File: src/keypad_scan_setpoint_entry_defines.svh
// Assertion helpers used by the keypad scan/setpoint-entry top module.
`ifndef KEYPAD_SCAN_SETPOINT_ENTRY_DEFINES_SVH
`define KEYPAD_SCAN_SETPOINT_ENTRY_DEFINES_SVH

// Same-cycle implication, disabled in reset.
`define KPSE_ASSERT_IMP(lbl, clk, rstn, ante, cons) \
  lbl: assert property (@(posedge clk) disable iff (!rstn) (ante) |-> (cons)) \
    else $error("kpse assertion failed");

// Next-cycle implication, disabled in reset.
`define KPSE_ASSERT_NXT(lbl, clk, rstn, ante, cons) \
  lbl: assert property (@(posedge clk) disable iff (!rstn) (ante) |=> (cons)) \
    else $error("kpse assertion failed");

`endif

File: src/kpse_pkg.sv
`timescale 1ns / 1ps
package kpse_pkg;

  localparam int KEY_COUNT       = 12;
  localparam int SETPOINT_DIGITS = 4;
  localparam int ROWS            = 3;

  localparam int ROW_W   = 3;
  localparam int COL_W   = 4;
  localparam int KEY_W   = 4;
  localparam int CNT_W   = 5;
  localparam int STEP_W  = 3;
  localparam int SP_W    = 14;
  localparam int DIGIT_W = 4;
  localparam int RIDX_W  = $clog2(ROWS);
  localparam int CIDX_W  = $clog2(COL_W);
  localparam int DIDX_W  = $clog2(SETPOINT_DIGITS);
  localparam int CFG_IDX_W = 1;

  localparam logic [KEY_W-1:0] STAR_KEY = KEY_W'(9);
  localparam logic [KEY_W-1:0] ZERO_KEY = KEY_W'(10);
  localparam logic [KEY_W-1:0] HASH_KEY = KEY_W'(11);

  localparam logic [CNT_W-1:0] PRESS_RESET   = CNT_W'(24);
  localparam logic [CNT_W-1:0] RELEASE_RESET = CNT_W'(24);

  localparam logic [CFG_IDX_W-1:0] CFG_PRESS_TICKS   = CFG_IDX_W'(0);
  localparam logic [CFG_IDX_W-1:0] CFG_RELEASE_TICKS = CFG_IDX_W'(1);

  localparam logic [STEP_W-1:0] STEP_WAIT_STAR  = STEP_W'(0);
  localparam logic [STEP_W-1:0] STEP_FIRST_DIG  = STEP_W'(1);
  localparam logic [STEP_W-1:0] STEP_LAST_DIG   = STEP_W'(SETPOINT_DIGITS);
  localparam logic [STEP_W-1:0] STEP_WAIT_HASH  = STEP_W'(SETPOINT_DIGITS + 1);

  typedef struct packed {
    logic             accepted;
    logic [KEY_W-1:0] key;
  } key_evt_t;

  typedef struct packed {
    logic [STEP_W-1:0] step;
    logic              loaded;
    logic [SP_W-1:0]   setpoint;
  } entry_res_t;

  function automatic logic [RIDX_W-1:0] row_of(input logic [KEY_W-1:0] pos);
    logic [RIDX_W-1:0] r;
    case (pos)
      4'd0, 4'd3, 4'd6, 4'd9:  r = RIDX_W'(0);
      4'd1, 4'd4, 4'd7, 4'd10: r = RIDX_W'(1);
      4'd2, 4'd5, 4'd8, 4'd11: r = RIDX_W'(2);
      default:                 r = RIDX_W'(0);
    endcase
    return r;
  endfunction

  function automatic logic [CIDX_W-1:0] col_of(input logic [KEY_W-1:0] pos);
    logic [CIDX_W-1:0] c;
    case (pos)
      4'd0, 4'd1, 4'd2:   c = CIDX_W'(0);
      4'd3, 4'd4, 4'd5:   c = CIDX_W'(1);
      4'd6, 4'd7, 4'd8:   c = CIDX_W'(2);
      4'd9, 4'd10, 4'd11: c = CIDX_W'(3);
      default:            c = CIDX_W'(0);
    endcase
    return c;
  endfunction

  function automatic logic [COL_W-1:0] drive_for(input logic [KEY_W-1:0] pos);
    logic [COL_W-1:0] d;
    d = '1;
    d[col_of(pos)] = 1'b0;
    return d;
  endfunction

  function automatic logic is_digit_key(input logic [KEY_W-1:0] key);
    return (key < STAR_KEY) || (key == ZERO_KEY);
  endfunction

  function automatic logic [DIGIT_W-1:0] digit_of(input logic [KEY_W-1:0] key);
    return (key == ZERO_KEY) ? DIGIT_W'(0) : DIGIT_W'(key + KEY_W'(1));
  endfunction

endpackage

File: src/kpse_stream_if.sv
`timescale 1ns / 1ps
interface kpse_in_if import kpse_pkg::*; ();
  logic             valid;
  logic             ready;
  logic [ROW_W-1:0] row_levels;

  modport source (output valid, output row_levels, input ready);
  modport sink (input valid, input row_levels, output ready);
endinterface

interface kpse_out_if import kpse_pkg::*; ();
  logic              valid;
  logic              ready;
  logic [COL_W-1:0]  column_drive;
  logic              key_accepted;
  logic [KEY_W-1:0]  key_index;
  logic [STEP_W-1:0] entry_position;
  logic              setpoint_loaded;
  logic [SP_W-1:0]   setpoint_value;

  modport source (output valid, output column_drive, output key_accepted,
                  output key_index, output entry_position, output setpoint_loaded,
                  output setpoint_value, input ready);
  modport sink (input valid, input column_drive, input key_accepted,
                input key_index, input entry_position, input setpoint_loaded,
                input setpoint_value, output ready);
endinterface

File: src/kpse_scan.sv
`timescale 1ns / 1ps
module kpse_scan import kpse_pkg::*; (
  input  logic             clk_i,
  input  logic             rst_ni,
  input  logic             en_i,
  input  logic [ROW_W-1:0] rows_i,
  input  logic [CNT_W-1:0] press_ticks_i,
  input  logic [CNT_W-1:0] release_ticks_i,
  output key_evt_t         evt_o,
  output logic [COL_W-1:0] column_drive_o
);

  logic [KEY_W-1:0] pos_q, pos_d;
  logic [CNT_W-1:0] press_cnt_q, press_cnt_d;
  logic [KEY_W-1:0] cand_q, cand_d;
  logic             await_q, await_d;
  logic [CNT_W-1:0] rel_cnt_q, rel_cnt_d;
  logic             pressed;
  logic [CNT_W-1:0] reload;

  assign reload = (release_ticks_i == '0) ? CNT_W'(1) : release_ticks_i;

  always_comb begin
    pos_d       = pos_q;
    press_cnt_d = press_cnt_q;
    cand_d      = cand_q;
    await_d     = await_q;
    rel_cnt_d   = rel_cnt_q;
    evt_o       = '0;
    pressed     = !rows_i[row_of(pos_q)];
    if (pos_q >= KEY_W'(KEY_COUNT)) begin
      pos_d = '0;
    end else begin
      if (await_q) begin
        if (pressed) begin
          rel_cnt_d = reload;
        end else if (rel_cnt_q <= CNT_W'(1)) begin
          await_d   = 1'b0;
          rel_cnt_d = reload;
        end else begin
          rel_cnt_d = rel_cnt_q - CNT_W'(1);
        end
      end else if (press_cnt_q == '0) begin
        if (pressed && (press_ticks_i != '0)) begin
          cand_d      = pos_q;
          press_cnt_d = press_ticks_i;
        end
      end else begin
        press_cnt_d = press_cnt_q - CNT_W'(1);
        if ((press_cnt_d == '0) && pressed && (pos_q == cand_q)) begin
          evt_o.accepted = 1'b1;
          evt_o.key      = cand_q;
          await_d        = 1'b1;
          rel_cnt_d      = reload;
        end
      end
      pos_d = (pos_q == KEY_W'(KEY_COUNT - 1)) ? '0 : pos_q + KEY_W'(1);
    end
    column_drive_o = drive_for(pos_d);
  end

  always_ff @(posedge clk_i or negedge rst_ni) begin
    if (!rst_ni) begin
      pos_q       <= '0;
      press_cnt_q <= '0;
      cand_q      <= '0;
      await_q     <= 1'b0;
      rel_cnt_q   <= RELEASE_RESET;
    end else if (en_i) begin
      pos_q       <= pos_d;
      press_cnt_q <= press_cnt_d;
      cand_q      <= cand_d;
      await_q     <= await_d;
      rel_cnt_q   <= rel_cnt_d;
    end
  end

endmodule

File: src/kpse_entry.sv
`timescale 1ns / 1ps
module kpse_entry import kpse_pkg::*; (
  input  logic       clk_i,
  input  logic       rst_ni,
  input  logic       en_i,
  input  key_evt_t   evt_i,
  output entry_res_t res_o
);

  logic [STEP_W-1:0]  step_q, step_d;
  logic [DIGIT_W-1:0] dig_q [SETPOINT_DIGITS];
  logic [DIGIT_W-1:0] dig_d [SETPOINT_DIGITS];
  logic [SP_W-1:0]    sp_q, sp_d;
  logic [SP_W-1:0]    value;
  logic [DIDX_W-1:0]  widx;
  logic               loaded;

  always_comb begin
    value = '0;
    for (int i = 0; i < SETPOINT_DIGITS; i++) begin
      value = SP_W'(value * SP_W'(10)) + SP_W'(dig_q[i]);
    end
  end

  assign widx = DIDX_W'(step_q - STEP_FIRST_DIG);

  always_comb begin
    step_d = step_q;
    dig_d  = dig_q;
    sp_d   = sp_q;
    loaded = 1'b0;
    if (evt_i.accepted) begin
      if ((step_q >= STEP_FIRST_DIG) && (step_q <= STEP_LAST_DIG)) begin
        if (is_digit_key(evt_i.key)) begin
          dig_d[widx] = digit_of(evt_i.key);
          step_d      = step_q + STEP_W'(1);
        end
      end else if (step_q == STEP_WAIT_HASH) begin
        if (evt_i.key == HASH_KEY) begin
          sp_d   = value;
          loaded = 1'b1;
          step_d = STEP_WAIT_STAR;
        end
      end else begin
        step_d = (evt_i.key == STAR_KEY) ? STEP_FIRST_DIG : STEP_WAIT_STAR;
      end
    end
    res_o.step     = step_d;
    res_o.loaded   = loaded;
    res_o.setpoint = sp_d;
  end

  always_ff @(posedge clk_i or negedge rst_ni) begin
    if (!rst_ni) begin
      step_q <= STEP_WAIT_STAR;
      sp_q   <= '0;
      for (int i = 0; i < SETPOINT_DIGITS; i++) begin
        dig_q[i] <= '0;
      end
    end else if (en_i) begin
      step_q <= step_d;
      sp_q   <= sp_d;
      dig_q  <= dig_d;
    end
  end

endmodule

File: src/keypad_scan_setpoint_entry.sv
`timescale 1ns / 1ps
// channel | dir | payload                                         | beat when
// in_i    | in  | row_levels                                      | valid && ready
// out_o   | out | column_drive, key_accepted, key_index,          | valid && ready
//         |     | entry_position, setpoint_loaded, setpoint_value |
// cfg     | in  | cfg_idx_i, cfg_data_i                           | cfg_we_i
//
// One result per input beat, one beat per cycle while the output is not stalled.
// Data pass the input register and then the result register; the per-tick
// scan/debounce and entry update sit between them.
// Async active-low reset restores press/release ticks to 24 and resets the valid flags and scan/entry state.
// An output stall holds the result register and then the input register;
// input ready drops only when both are full.
`include "keypad_scan_setpoint_entry_defines.svh"
module keypad_scan_setpoint_entry import kpse_pkg::*; (
  input  logic                 clk_i,
  input  logic                 rst_ni,
  kpse_in_if.sink              in_i,
  kpse_out_if.source           out_o,
  input  logic                 cfg_we_i,
  input  logic [CFG_IDX_W-1:0] cfg_idx_i,
  input  logic [CNT_W-1:0]     cfg_data_i
);

  logic [CNT_W-1:0] press_q, release_q;
  logic             s1_valid_q;
  logic [ROW_W-1:0] s1_rows_q;
  logic             out_valid_q;
  logic             advance, step_en;
  key_evt_t         evt;
  entry_res_t       res;
  logic [COL_W-1:0] drive;

  logic [COL_W-1:0]  col_q;
  logic              acc_q;
  logic [KEY_W-1:0]  key_q;
  logic [STEP_W-1:0] pos_q;
  logic              ld_q;
  logic [SP_W-1:0]   sp_q;

  always_ff @(posedge clk_i or negedge rst_ni) begin
    if (!rst_ni) begin
      press_q   <= PRESS_RESET;
      release_q <= RELEASE_RESET;
    end else if (cfg_we_i) begin
      case (cfg_idx_i)
        CFG_PRESS_TICKS:   press_q   <= cfg_data_i;
        CFG_RELEASE_TICKS: release_q <= cfg_data_i;
        default: ;
      endcase
    end
  end

  assign advance    = !out_valid_q || out_o.ready;
  assign in_i.ready = !s1_valid_q || advance;
  assign step_en    = s1_valid_q && advance;

  always_ff @(posedge clk_i or negedge rst_ni) begin
    if (!rst_ni) begin
      s1_valid_q <= 1'b0;
    end else if (in_i.ready) begin
      s1_valid_q <= in_i.valid;
    end
  end

  always_ff @(posedge clk_i) begin
    if (in_i.ready && in_i.valid) begin
      s1_rows_q <= in_i.row_levels;
    end
  end

  kpse_scan u_scan (
    .clk_i,
    .rst_ni,
    .en_i           (step_en),
    .rows_i         (s1_rows_q),
    .press_ticks_i  (press_q),
    .release_ticks_i(release_q),
    .evt_o          (evt),
    .column_drive_o (drive)
  );

  kpse_entry u_entry (
    .clk_i,
    .rst_ni,
    .en_i (step_en),
    .evt_i(evt),
    .res_o(res)
  );

  always_ff @(posedge clk_i or negedge rst_ni) begin
    if (!rst_ni) begin
      out_valid_q <= 1'b0;
    end else if (advance) begin
      out_valid_q <= s1_valid_q;
    end
  end

  always_ff @(posedge clk_i) begin
    if (step_en) begin
      col_q <= drive;
      acc_q <= evt.accepted;
      key_q <= evt.key;
      pos_q <= res.step;
      ld_q  <= res.loaded;
      sp_q  <= res.setpoint;
    end
  end

  assign out_o.valid           = out_valid_q;
  assign out_o.column_drive    = col_q;
  assign out_o.key_accepted    = acc_q;
  assign out_o.key_index       = key_q;
  assign out_o.entry_position  = pos_q;
  assign out_o.setpoint_loaded = ld_q;
  assign out_o.setpoint_value  = sp_q;

  `KPSE_ASSERT_IMP(a_one_column, clk_i, rst_ni, out_valid_q, $onehot(~col_q))
  `KPSE_ASSERT_IMP(a_idle_key, clk_i, rst_ni, out_valid_q && !acc_q, key_q == '0)
  `KPSE_ASSERT_IMP(a_load_on_hash, clk_i, rst_ni, out_valid_q && ld_q,
                   acc_q && (key_q == HASH_KEY) && (pos_q == STEP_WAIT_STAR))
  `KPSE_ASSERT_IMP(a_sp_range, clk_i, rst_ni, out_valid_q, sp_q <= SP_W'(9999))
  `KPSE_ASSERT_NXT(a_skid_hold, clk_i, rst_ni, s1_valid_q && !advance, s1_valid_q)

endmodule
File: src/flat_wrapper.sv
// flat-port wrapper written by rule: the top's interface ports become plain ports
module keypad_scan_setpoint_entry_flat import kpse_pkg::*;
  (clk_i, rst_ni, cfg_we_i, cfg_idx_i, cfg_data_i, in_i_valid, in_i_row_levels, in_i_ready, out_o_valid, out_o_column_drive, out_o_key_accepted, out_o_key_index, out_o_entry_position, out_o_setpoint_loaded, out_o_setpoint_value, out_o_ready);
  kpse_in_if in_i_i ();
  kpse_out_if out_o_i ();
  input  logic clk_i;
  input  logic rst_ni;
  input  logic cfg_we_i;
  input  logic [CFG_IDX_W-1:0] cfg_idx_i;
  input  logic [CNT_W-1:0] cfg_data_i;
  input wire logic [$bits(in_i_i.valid)-1:0] in_i_valid;
  input wire logic [$bits(in_i_i.row_levels)-1:0] in_i_row_levels;
  output wire logic [$bits(in_i_i.ready)-1:0] in_i_ready;
  output wire logic [$bits(out_o_i.valid)-1:0] out_o_valid;
  output wire logic [$bits(out_o_i.column_drive)-1:0] out_o_column_drive;
  output wire logic [$bits(out_o_i.key_accepted)-1:0] out_o_key_accepted;
  output wire logic [$bits(out_o_i.key_index)-1:0] out_o_key_index;
  output wire logic [$bits(out_o_i.entry_position)-1:0] out_o_entry_position;
  output wire logic [$bits(out_o_i.setpoint_loaded)-1:0] out_o_setpoint_loaded;
  output wire logic [$bits(out_o_i.setpoint_value)-1:0] out_o_setpoint_value;
  input wire logic [$bits(out_o_i.ready)-1:0] out_o_ready;
  assign in_i_i.valid = in_i_valid;
  assign in_i_i.row_levels = in_i_row_levels;
  assign in_i_ready = in_i_i.ready;
  assign out_o_valid = out_o_i.valid;
  assign out_o_column_drive = out_o_i.column_drive;
  assign out_o_key_accepted = out_o_i.key_accepted;
  assign out_o_key_index = out_o_i.key_index;
  assign out_o_entry_position = out_o_i.entry_position;
  assign out_o_setpoint_loaded = out_o_i.setpoint_loaded;
  assign out_o_setpoint_value = out_o_i.setpoint_value;
  assign out_o_i.ready = out_o_ready;
  keypad_scan_setpoint_entry u_core (.clk_i(clk_i), .rst_ni(rst_ni), .in_i(in_i_i), .out_o(out_o_i), .cfg_we_i(cfg_we_i), .cfg_idx_i(cfg_idx_i), .cfg_data_i(cfg_data_i));
endmodule
File: config.mk
export PLATFORM = sky130hd
export DESIGN_NAME = keypad_scan_setpoint_entry_flat
export DESIGN_NICKNAME = d
export VERILOG_FILES = /design/src/kpse_pkg.sv /design/src/kpse_stream_if.sv /design/src/kpse_scan.sv /design/src/kpse_entry.sv /design/src/keypad_scan_setpoint_entry.sv /design/src/flat_wrapper.sv
export VERILOG_INCLUDE_DIRS = /design/src /design/src/src
export SDC_FILE = /design/constraint.sdc
export NUM_CORES = 1
export LEC_CHECK = 0
export BUFFER_PORTS_ARGS = -buffer_cell sky130_fd_sc_hd__buf_2
export CAP_MARGIN = 20
export CORE_AREA = 2 2 106 119
export DETAILED_ROUTE_END_ITERATION = 12
export DIE_AREA = 0 0 108 121
export PLACE_DENSITY_LB_ADDON = 0.05
export SKIP_LAST_GASP = 1
export SYNTH_ARGS = -nofsm -noshare
export SYNTH_HDL_FRONTEND = slang
export SYNTH_HIERARCHICAL = 1
export SYNTH_SLANG_ARGS = --single-unit
File: constraint.sdc
create_clock -name clk_i -period 14 [get_ports clk_i]
set_input_delay 2.8 -clock clk_i [delete_from_list [all_inputs] [get_ports clk_i]]
set_output_delay 2.8 -clock clk_i [all_outputs]
set_load 0.005 [all_outputs]
Word level (Yosys, flattened, before mapping)
Memory sizes are Yosys's and may differ from the RTL's.
Cells that the tools add are included.
Widths: inputs -> output; s select.
{ "classes": {"n_addsub": 9, "n_mul": 3, "magnitude_cmp": 10, "n_eq_ne": 8, "n_mux": 38, "bitwise_logic": 7, "n_reduce_logical": 27} }
{ "ops": {"columns": ["op", "n"], "rows": [
  ["$mux 5", 12],
  ["$mux 14", 4],
  ["$bwmux 16", 1],
  ["$eq 4x4->1 const B", 4],
  ["$mux 4", 4],
  ["$logic_not 5->1", 3],
  ["$mux 3", 5],
  ["$add 13x4->14", 1],
  ["$add 14x4->14", 1],
  ["$mul 14x3->13 const B", 1],
  ["$mul 9x3->12 const B", 1],
  ["$reduce_and 4->1", 3],
  ["$sub 5x1->5 const B", 2],
  ["$add 8x4->9", 1],
  ["$mux 1", 9],
  ["$add 4x1->4 const B", 2],
  ["$demux 4 s2", 1],
  ["$logic_and 1x1->1", 8],
  ["$mul 4x3->7 const B", 1],
  ["$lt 2x3->1 const B", 2],
  ["$reduce_and 2->1", 3],
  ["$le 5x1->1 const B", 1],
  ["$not 1->1", 5],
  ["$reduce_and 5->1", 1],
  ["other kinds (22)", 26]
]} }
{ "word_totals": {"regBits": 94, "rom_bits": 64, "inputBits": 14, "wordCells": 126, "n_memories": 2} }
{ "mem_list": {"columns": ["name", "words", "width", "rd", "rd_clocked_by_memory_dff", "write_ports", "line_no", "rtl"], "rows": [
  ["(no name shown)", 16, 2, 1, 0, 0, "kpse_pkg.sv:48", "case (pos)"],
  ["(no name shown)", 16, 2, 1, 0, 0, "kpse_pkg.sv:59", "case (pos)"]
]} }

Logic depth before layout (Yosys ltp)
Gate-level depths: netlist (run 1).
An unclocked memory read counts as a cell.
{ "logic_depth": {"word_depth": 15, "mapped_depth": 24} }

Hierarchy
The synthesis (run 1) kept the hierarchy.
{ "modules_own_cells": {"columns": ["module", "instances", "cells_each", "area_per_inst_um2", "seq_area_each_um2"], "rows": [
  ["kpse_entry", 1, 356, 3377.0, 825.8],
  ["kpse_scan", 1, 179, 1632.8, 478.0],
  ["keypad_scan_setpoint_entry", 1, 60, 1401.3, 1206.2]
]} }

Least setup slack after synthesis (run 1)
No wires, ideal clock.
{ "synth_path": {"kind": "input to output", "from": "input out_o_ready", "to": "output in_i_ready", "arrival_time_ps": 2974, "required_ps": 11200, "slack_ps": 8226, "cell_stages": 1, "path_buffers": 0, "path_cell_list": "nand3b_1"} }
{ "synth_between": {"elab_chain_cells": 2} }
{ "synth_lines": {"columns": ["element", "line_no", "rtl"], "rows": [
  ["from (decl)", "flat_wrapper.sv:21", "input wire logic [$bits(out_o_i.ready)-1:0] out_o_ready;"],
  ["$logic_or 1x1->1", "keypad_scan_setpoint_entry.sv:54", "assign advance = !out_valid_q || out_o.ready;"],
  ["$logic_or 1x1->1", "keypad_scan_setpoint_entry.sv:55", "assign in_i.ready = !s1_valid_q || advance;"],
  ["to (decl)", "flat_wrapper.sv:13", "output wire logic [$bits(in_i_i.ready)-1:0] in_i_ready;"]
]} }
No other way between the ends.

==> flow_metrics.py, run 1 <==
metrics = {
    "outcome": {
        "run_status": "completed",
    },
    "routing": {
        "wl_met3_microns": 232,
        "detail-route-antenna-nets": 0,
        "vias_per_cell": 5.67,
        "top_layer": "met4",
        "wire_per_inst_microns": 14.6,
        "drt_first_pass_iters": 4,
        "finalWirelength_microns": 11600,
        "dr_wl_met2_microns": 6240,
        "drt_first_iter_violations": 225,
        "via_count": 4506,
        "wirelength_met1_microns": 5030,
        "remaining_design_rule_violation_count": 0,
    },
    "clock_network": {
        "cts_buffers": 9,
        "cts.repair_timing.setup_buffer_count": 0,
        "cts-htree-levels": 3,
        "clock_insertion_delay_worst_skew_ns": 0.34,
        "clock_sinks": 94,
        "clock_tree.root_cell": "sky130_fd_sc_hd__clkbuf_16",
        "clk_pin_slew_worst_paths_ns": 0.07,
        "clockBufferDepth": 2,
        "cts_hold_buf": 0,
        "postCtsResizedCells": 0,
        "cts_tree": "done",
    },
    "global_routing": {
        "wire_length_of_the_first_global_routing_pass_microns": 19900,
        "first_global_vias": 4535,
        "grt_antenna_before_repair": 0,
        "track_usage_pct": 19.1,
        "grt_overflow_total": 0,
        "maximum_number_of_pins_on_one_net_before_global_route_repair": 65,
    },
    "synth": {
        "synth_area_leaders": "sky130_fd_sc_hd__dfrtp_1 23%, sky130_fd_sc_hd__edfxtp_1 14%, sky130_fd_sc_hd__ha_1 12%, sky130_fd_sc_hd__mux2_2 6.3%, sky130_fd_sc_hd__xnor2_1 4.2%",
        "post_synth_num_cell_types": 77,
        "synthesis.area_sq_um": 6410,
        "synthArstFlopShare_pct": 68.1,
        "synth_edf_count": 30,
        "syn-mean-instance-area_sq_um": 10.8,
        "syn_nets": 676,
        "postSynthRegisterBits": 94,
        "ys_warn_count": 6,
        "leading_area_contributor_after_synthesis": "sky130_fd_sc_hd__dfrtp_1",
        "synth_top_area_share_pct": 22.6,
        "synth_sequential_area_ratio_pct": 39.1,
        "synth_flop_type": "sky130_fd_sc_hd__dfrtp_1",
        "synthesis.instances": 595,
    },
    "cells_and_area": {
        "layout_common_cells": "61 x sky130_fd_sc_hd__ha_1, 58 x sky130_fd_sc_hd__dfrtp_1, 43 x sky130_fd_sc_hd__nand2_1, 42 x sky130_fd_sc_hd__buf_2, 42 x sky130_fd_sc_hd__o21ai_0",
        "fillers": 1031,
        "antenna_cells": 0,
        "postLayoutCellArea_sq_um": 7090,
        "areaGrowthSynthToFinish_pct": 10.5,
        "final_layout_size_suffix_gt1_share_pct": 21.2,
        "nNetsFinal": 717,
        "final_util_pct": 59.9,
        "layout.cells.most_common": "sky130_fd_sc_hd__ha_1",
    },
    "floorplan": {
        "rows": 42,
        "starting_density_of_the_core_pct": 54.2,
        "core_area_sq_um": 11800,
        "die-area_sq_um": 13100,
        "fp.dieW_microns": 108,
        "num_io_pins": 43,
        "die_y_microns": 121,
    },
    "timing": {
        "unrepaired_setup_endpoints_after_global_routing": "false",
        "timing.final.max_slew_violations": 0,
        "fin_ws_ns": 7.94,
        "final-setup-viol-count": 0,
        "timing.slew.headroom_pct": 36.0,
        "finalHoldViolCount": 0,
        "timing.setup.tns_ns": 0,
        "final.setup_skew_ns": 0.0105,
        "final_period_util_pct": 43.3,
        "final.min_clock_period_ns": 6.06,
        "hold-worst-slack_ns": 0.483,
        "worst_pin_slew_ns": 0.947,
        "fmaxAchievable_mhz": 165,
    },
    "power": {
        "leakagePower_nw": 3.32,
        "worst_ir_drop_vdd_uv": 89.4,
        "pwr_density_cell_nw_per_um2": 139,
    },
    "setup_path": {
        "timing.critical_path.arrival_ns": 6.16,
        "critPathKind": "reg2reg",
        "worst-path-buf-inv": 0,
        "cp_cell_sequence": "ha_1 -> ha_1 -> fa_1 -> o211ai_1 -> nor2_1 -> xnor2_1 -> ha_1 -> ha_1 -> a211oi_1 -> nor2_1 -> xor2_1 -> nand2_1 -> nor2_1 -> xor2_1 -> ha_1 -> ha_1 -> or3_1 -> a221oi_2 -> nor2_1 -> xor2_1 -> nand4_1 -> xnor2_1 -> xnor2_1 -> mux2_2",
        "critical_path.max_stage_delay_ns": 0.55,
        "critPathCaptureType": "flop",
        "crit_slowest_cell": "sky130_fd_sc_hd__fa_1",
        "cp_data_required_time_ns": 14.10,
        "startpoint_type": "flop",
        "cp_top_family": "adder cells",
        "path_common_cell": "sky130_fd_sc_hd__ha_1",
        "reg2reg_slack_ns": 7.94,
        "worstPathMaxFanout": 6,
    },
    "placed_design": {
        "pre_cts_ws_ns": 7.92,
        "dpl_cell_area_sq_um": 6760,
        "gpl_wtd_cong": 0.871,
        "place_hpwl_microns": 8800,
        "io_buffers": 42,
    },
    "job": {
        "max_cap_violations": 0,
    },
    "min_path": {
        "hp-class": "reg2reg",
    },
}
where the power goes:
part | leakage, nW | internal [W] | switching [W] | total [W]
clock | 0.156 | 0.000161 | 0.000101 | 0.000262
sequential | 1.12 | 0.000337 | 0.0000605 | 0.000398
combinational | 2.05 | 0.000142 | 0.000180 | 0.000322
total | 3.32 | 0.000640 | 0.000342 | 0.000982
cell type report:
type	count	area, sq um	area share [%]
well taps	154	193	2.72
inverters	30	113	1.59
clock buffers	10	239	3.37
multi-input cells	456	3710	52.4
repair buffers	45	233	3.28
flip-flops and latches	94	2510	35.4
clock inverters	6	85.1	1.20
kinds of logic (layout without fill, tap and decap cells):
group	Yosys count	count (layout)	share of synthesized area, %
AO/OA/AOI/OAI	135	135	14.8
XOR/XNOR	43	43	5.87
AND/OR/NAND/NOR	160	160	14.4
adder cells (fa/ha/maj)	67	67	13.8
multiplexers	51	51	9.06
buffers and inverters	45	91	2.93
flip-flops	94	94	39.1
layer usage:
layer	GRT usage, %	up-vias
li1	-	2250
met1	21.1	2198
met2	36.5	47
met3	3.28	11
met4	6.17	0
met5	0	-
through the flow:
| stage | std cells | power [W] |
|---|---|---|
| final | 795 | 0.000982 |
| after global routing | 795 | 0.00105 |
| after CTS | 795 | 0.000991 |
| after detailed placement | 779 | 0.000723 |
| after global placement | 779 | 0.000712 |
| after floorplan | 595 | 0.000650 |
path summary, 6_finish.rpt:
| check | end | from | depth (start not counted) |
|---|---|---|---|
| worst max-delay path | u_core/out_o.setpoint_value[13] | u_core/u_entry/dig_q[15] | 24 |
| worst min-delay path | u_core/out_o.valid | u_core/s1_valid_q | 1 |
| worst max register to register | u_core/out_o.setpoint_value[13] | u_core/u_entry/dig_q[15] | 24 |
| worst min register to register | u_core/out_o.valid | u_core/s1_valid_q | 1 |
| max in group asynchronous | u_core/u_entry/sp_q[7] | rst_ni | 2 |
| min in group asynchronous | u_core/u_entry/dig_q[11] | rst_ni | 2 |
synthesized netlist by cell type (10+ instances only):
| cell | count |
|---|---|
| sky130_fd_sc_hd__a21o_1 | 10 |
| sky130_fd_sc_hd__xor2_1 | 12 |
| sky130_fd_sc_hd__mux2_2 | 36 |
| sky130_fd_sc_hd__nor2_1 | 26 |
| sky130_fd_sc_hd__nand2_1 | 43 |
| sky130_fd_sc_hd__xnor2_1 | 31 |
| sky130_fd_sc_hd__dfrtp_1 | 58 |
| sky130_fd_sc_hd__nand2b_1 | 10 |
| sky130_fd_sc_hd__a21oi_1 | 21 |
| sky130_fd_sc_hd__mux2i_1 | 10 |
| sky130_fd_sc_hd__inv_1 | 29 |
| sky130_fd_sc_hd__o21ai_0 | 42 |
| sky130_fd_sc_hd__ha_1 | 61 |
| sky130_fd_sc_hd__edfxtp_1 | 30 |
registers in the layout, summed over array words and instances (netlist names):
register / cells
u_core/release_q: 5
u_core/out_o.valid: 1
u_core/out_o.setpoint_value: 14
u_core/s1_valid_q: 1
u_core/u_entry/sp_q: 14
u_core/u_entry/dig_q: 16
u_core/press_q: 5
u_core/out_o.column_drive: 4
u_core/u_scan/pos_q: 4
u_core/u_entry/step_q: 3
u_core/u_scan/await_q: 1
u_core/u_scan/cand_q: 4
u_core/s1_rows_q: 3
u_core/u_scan/press_cnt_q: 5
u_core/out_o.key_accepted: 1
u_core/u_scan/rel_cnt_q: 5
u_core/out_o.key_index: 4
u_core/out_o.setpoint_loaded: 1
u_core/out_o.entry_position: 3
worst reg2reg max path: cells and delay by family, from the launching register on:
family	cells	cell delay, ns
AND/OR/NAND/NOR	7	1.11
flip-flops	1	0.45
multiplexers	1	0.27
adder cells (fa/ha/maj)	7	2.10
AO/OA/AOI/OAI	3	0.70
XOR/XNOR	6	1.18
Note: power is estimated with default switching activity, not from simulation.
==> run 2, diff against run 1 <==
clock period = 6.05 ns   (was 14 ns; I/O delays follow)
==> run 2 against run 1 <==
Final cell count rose by 0.88%. Worst hold slack better by 0.0031 ns. Worst setup slack lost 7.7 ns. Clock skew shrank 0.0037 ns. Largest cell class unchanged. Largest power group unchanged.
==> flow_metrics.py, run 2 (synthesis results as in run 1) <==
metrics = {
    "outcome": {
        "run_status": "completed",
    },
    "clock_network": {
        "clock_sinks": 94,
        "clockBufferDepth": 2,
        "clk_pin_slew_worst_paths_ns": 0.06,
        "cts_tree": "done",
        "cts_hold_buf": 0,
        "cts_buffers": 9,
        "clock_tree.root_cell": "sky130_fd_sc_hd__clkbuf_16",
        "clock_insertion_delay_worst_skew_ns": 0.33,
        "cts-htree-levels": 3,
    },
    "placed_design": {
        "io_buffers": 42,
        "pre_cts_ws_ns": -0.0249,
        "place_hpwl_microns": 8700,
        "dpl_cell_area_sq_um": 6790,
        "gpl_wtd_cong": 0.869,
    },
    "global_routing": {
        "grt_overflow_total": 0,
        "grt_antenna_before_repair": 0,
        "maximum_number_of_pins_on_one_net_before_global_route_repair": 65,
        "first_global_vias": 4632,
        "wire_length_of_the_first_global_routing_pass_microns": 20600,
        "track_usage_pct": 19.3,
    },
    "cells_and_area": {
        "multi_input_comb_area_sq_um": 3820,
        "final_layout_size_suffix_gt1_share_pct": 24.5,
        "nNetsFinal": 724,
        "largest_register_ffs": 16,
        "layout.cells.most_common": "sky130_fd_sc_hd__ha_1",
        "postLayoutCellArea_sq_um": 7200,
        "ff_latch_area_sq_um": 2510,
        "final_util_pct": 60.9,
        "areaGrowthSynthToFinish_pct": 12.2,
        "fillers": 995,
        "largest_register": "u_core/u_entry/dig_q",
        "layout_common_cells": "60 x sky130_fd_sc_hd__ha_1, 58 x sky130_fd_sc_hd__dfrtp_1, 43 x sky130_fd_sc_hd__nand2_1, 42 x sky130_fd_sc_hd__buf_2, 41 x sky130_fd_sc_hd__o21ai_0",
        "antenna_cells": 0,
    },
    "job": {
        "max_cap_violations": 0,
    },
    "power": {
        "total_power_w": 0.00218,
        "leakagePower_nw": 3.38,
        "worst_ir_drop_vdd_uv": 228,
        "pwr_density_cell_nw_per_um2": 303,
    },
    "floorplan": {
        "die_y_microns": 121,
        "rows": 42,
        "fp.dieW_microns": 108,
        "core_area_sq_um": 11800,
        "starting_density_of_the_core_pct": 54.2,
        "die-area_sq_um": 13100,
        "num_io_pins": 43,
    },
    "routing": {
        "drt_first_pass_iters": 4,
        "vias_per_cell": 5.67,
        "finalWirelength_microns": 11800,
        "remaining_design_rule_violation_count": 0,
        "detail-route-antenna-nets": 0,
        "wire_per_inst_microns": 14.7,
        "drt_first_iter_violations": 213,
        "via_count": 4547,
    },
    "min_path": {
        "hp-class": "reg2reg",
        "worst_hold_path.endpoint": "u_core/u_entry/dig_q[7]",
        "min-delay-start": "u_core/u_entry/dig_q[7]",
        "whs_path_depth": 2,
    },
    "setup_path": {
        "worstPathMaxFanout": 5,
        "r2r.worst_path.cells": 22,
        "r2r-end": "u_core/out_o.setpoint_value[13]",
        "critPathKind": "reg2reg",
        "critPathCaptureType": "flop",
        "reg2reg_slack_ns": 0.24,
        "r2r-start": "u_core/u_entry/dig_q[13]",
        "startpoint_type": "flop",
        "cp_data_required_time_ns": 6.14,
        "timing.critical_path.arrival_ns": 5.90,
    },
    "timing": {
        "fmaxAchievable_mhz": 172,
        "finalHoldViolCount": 0,
        "final-setup-viol-count": 0,
        "fin_ws_ns": 0.237,
        "final.min_clock_period_ns": 5.81,
        "worst_pin_slew_ns": 0.835,
        "timing.slew.headroom_pct": 43.6,
        "final_period_util_pct": 96.1,
        "timing.final.max_slew_violations": 0,
        "final.setup_skew_ns": 0.00685,
    },
}
## run 2: cell count changes in the layout (fill, tap and decap cells not counted), sizes merged
cell	previous run	this run
buf	45	52
bufinv	2	0
clkinv	3	6
clkinvlp	1	0
## run 2: worst max-delay path: stages, from the launching register on
cell and delay (ns):
sky130_fd_sc_hd__dfrtp_1 0.39, sky130_fd_sc_hd__ha_1 0.30, sky130_fd_sc_hd__ha_1 0.23, sky130_fd_sc_hd__fa_2 0.60
sky130_fd_sc_hd__o211ai_1 0.12, sky130_fd_sc_hd__nor2_1 0.14, sky130_fd_sc_hd__xnor2_1 0.16, sky130_fd_sc_hd__ha_1 0.31
sky130_fd_sc_hd__ha_4 0.28, sky130_fd_sc_hd__a21o_1 0.19, sky130_fd_sc_hd__a211oi_1 0.30, sky130_fd_sc_hd__a22oi_2 0.17
sky130_fd_sc_hd__xor2_2 0.20, sky130_fd_sc_hd__ha_1 0.30, sky130_fd_sc_hd__ha_1 0.23, sky130_fd_sc_hd__or3_4 0.39
sky130_fd_sc_hd__a221oi_4 0.23, sky130_fd_sc_hd__nor2_1 0.09, sky130_fd_sc_hd__xor2_1 0.22, sky130_fd_sc_hd__nand4_1 0.14
sky130_fd_sc_hd__xnor2_1 0.16, sky130_fd_sc_hd__xnor2_1 0.14, sky130_fd_sc_hd__mux2_2 0.27
## run 2: layer usage
metal	global-route usage [%]	wire length, microns
met2	35.1	6120
met4	6.89	259
met1	23.3	5170
met3	2.52	280
met5	0	0
## run 2: stage by stage
step / cells / TNS, ns / hold slack, ns
global route: 802 / -0.0408 / 0.508
floorplan: 595 / 0 / 0.449
CTS: 799 / 0 / 0.492
global placement: 782 / 0 / 0.469
detailed placement: 782 / -0.0249 / 0.476
finish: 802 / 0 / 0.486
## run 2: worst max-delay path by stage
stage / end / startpoint / cells after the start
after floorplan: u_core/out_o.setpoint_value[13] / u_core/u_entry/dig_q[15] / 24
final: u_core/out_o.setpoint_value[13] / u_core/u_entry/dig_q[13] / 22
after detailed placement: u_core/out_o.setpoint_value[13] / u_core/u_entry/dig_q[13] / 24
after global placement: u_core/out_o.setpoint_value[13] / u_core/u_entry/dig_q[13] / 24
after global routing: u_core/out_o.setpoint_value[13] / u_core/u_entry/dig_q[13] / 24
after CTS: u_core/out_o.setpoint_value[13] / u_core/u_entry/dig_q[13] / 24
## run 2: repair_timing
action / in CTS / in global routing
pin swaps: 0 / 8
endpoints found under the setup margin: 1 / 5
gates cloned: 0 / 0
resized for setup: 0 / 19
setup buffers: 1 / 3
## run 2: cell type report
type                            instances  share of cell area, %
Clock buffer                           10                   3.32
Clock inverter                          6                  0.522
Inverter                               30                   1.56
Multi-Input combinational cell        456                   53.1
Sequential cell                        94                   34.9
Tap cell                              154                   2.68
Timing Repair Buffer                   52                   3.96
## run 2: where the power goes
group          internal, W  total (W)  leakage (nW)  switching, W
sequential        0.000781   0.000921          1.12      0.000140
clock             0.000288   0.000518         0.142      0.000230
combinational     0.000328   0.000739          2.12      0.000412
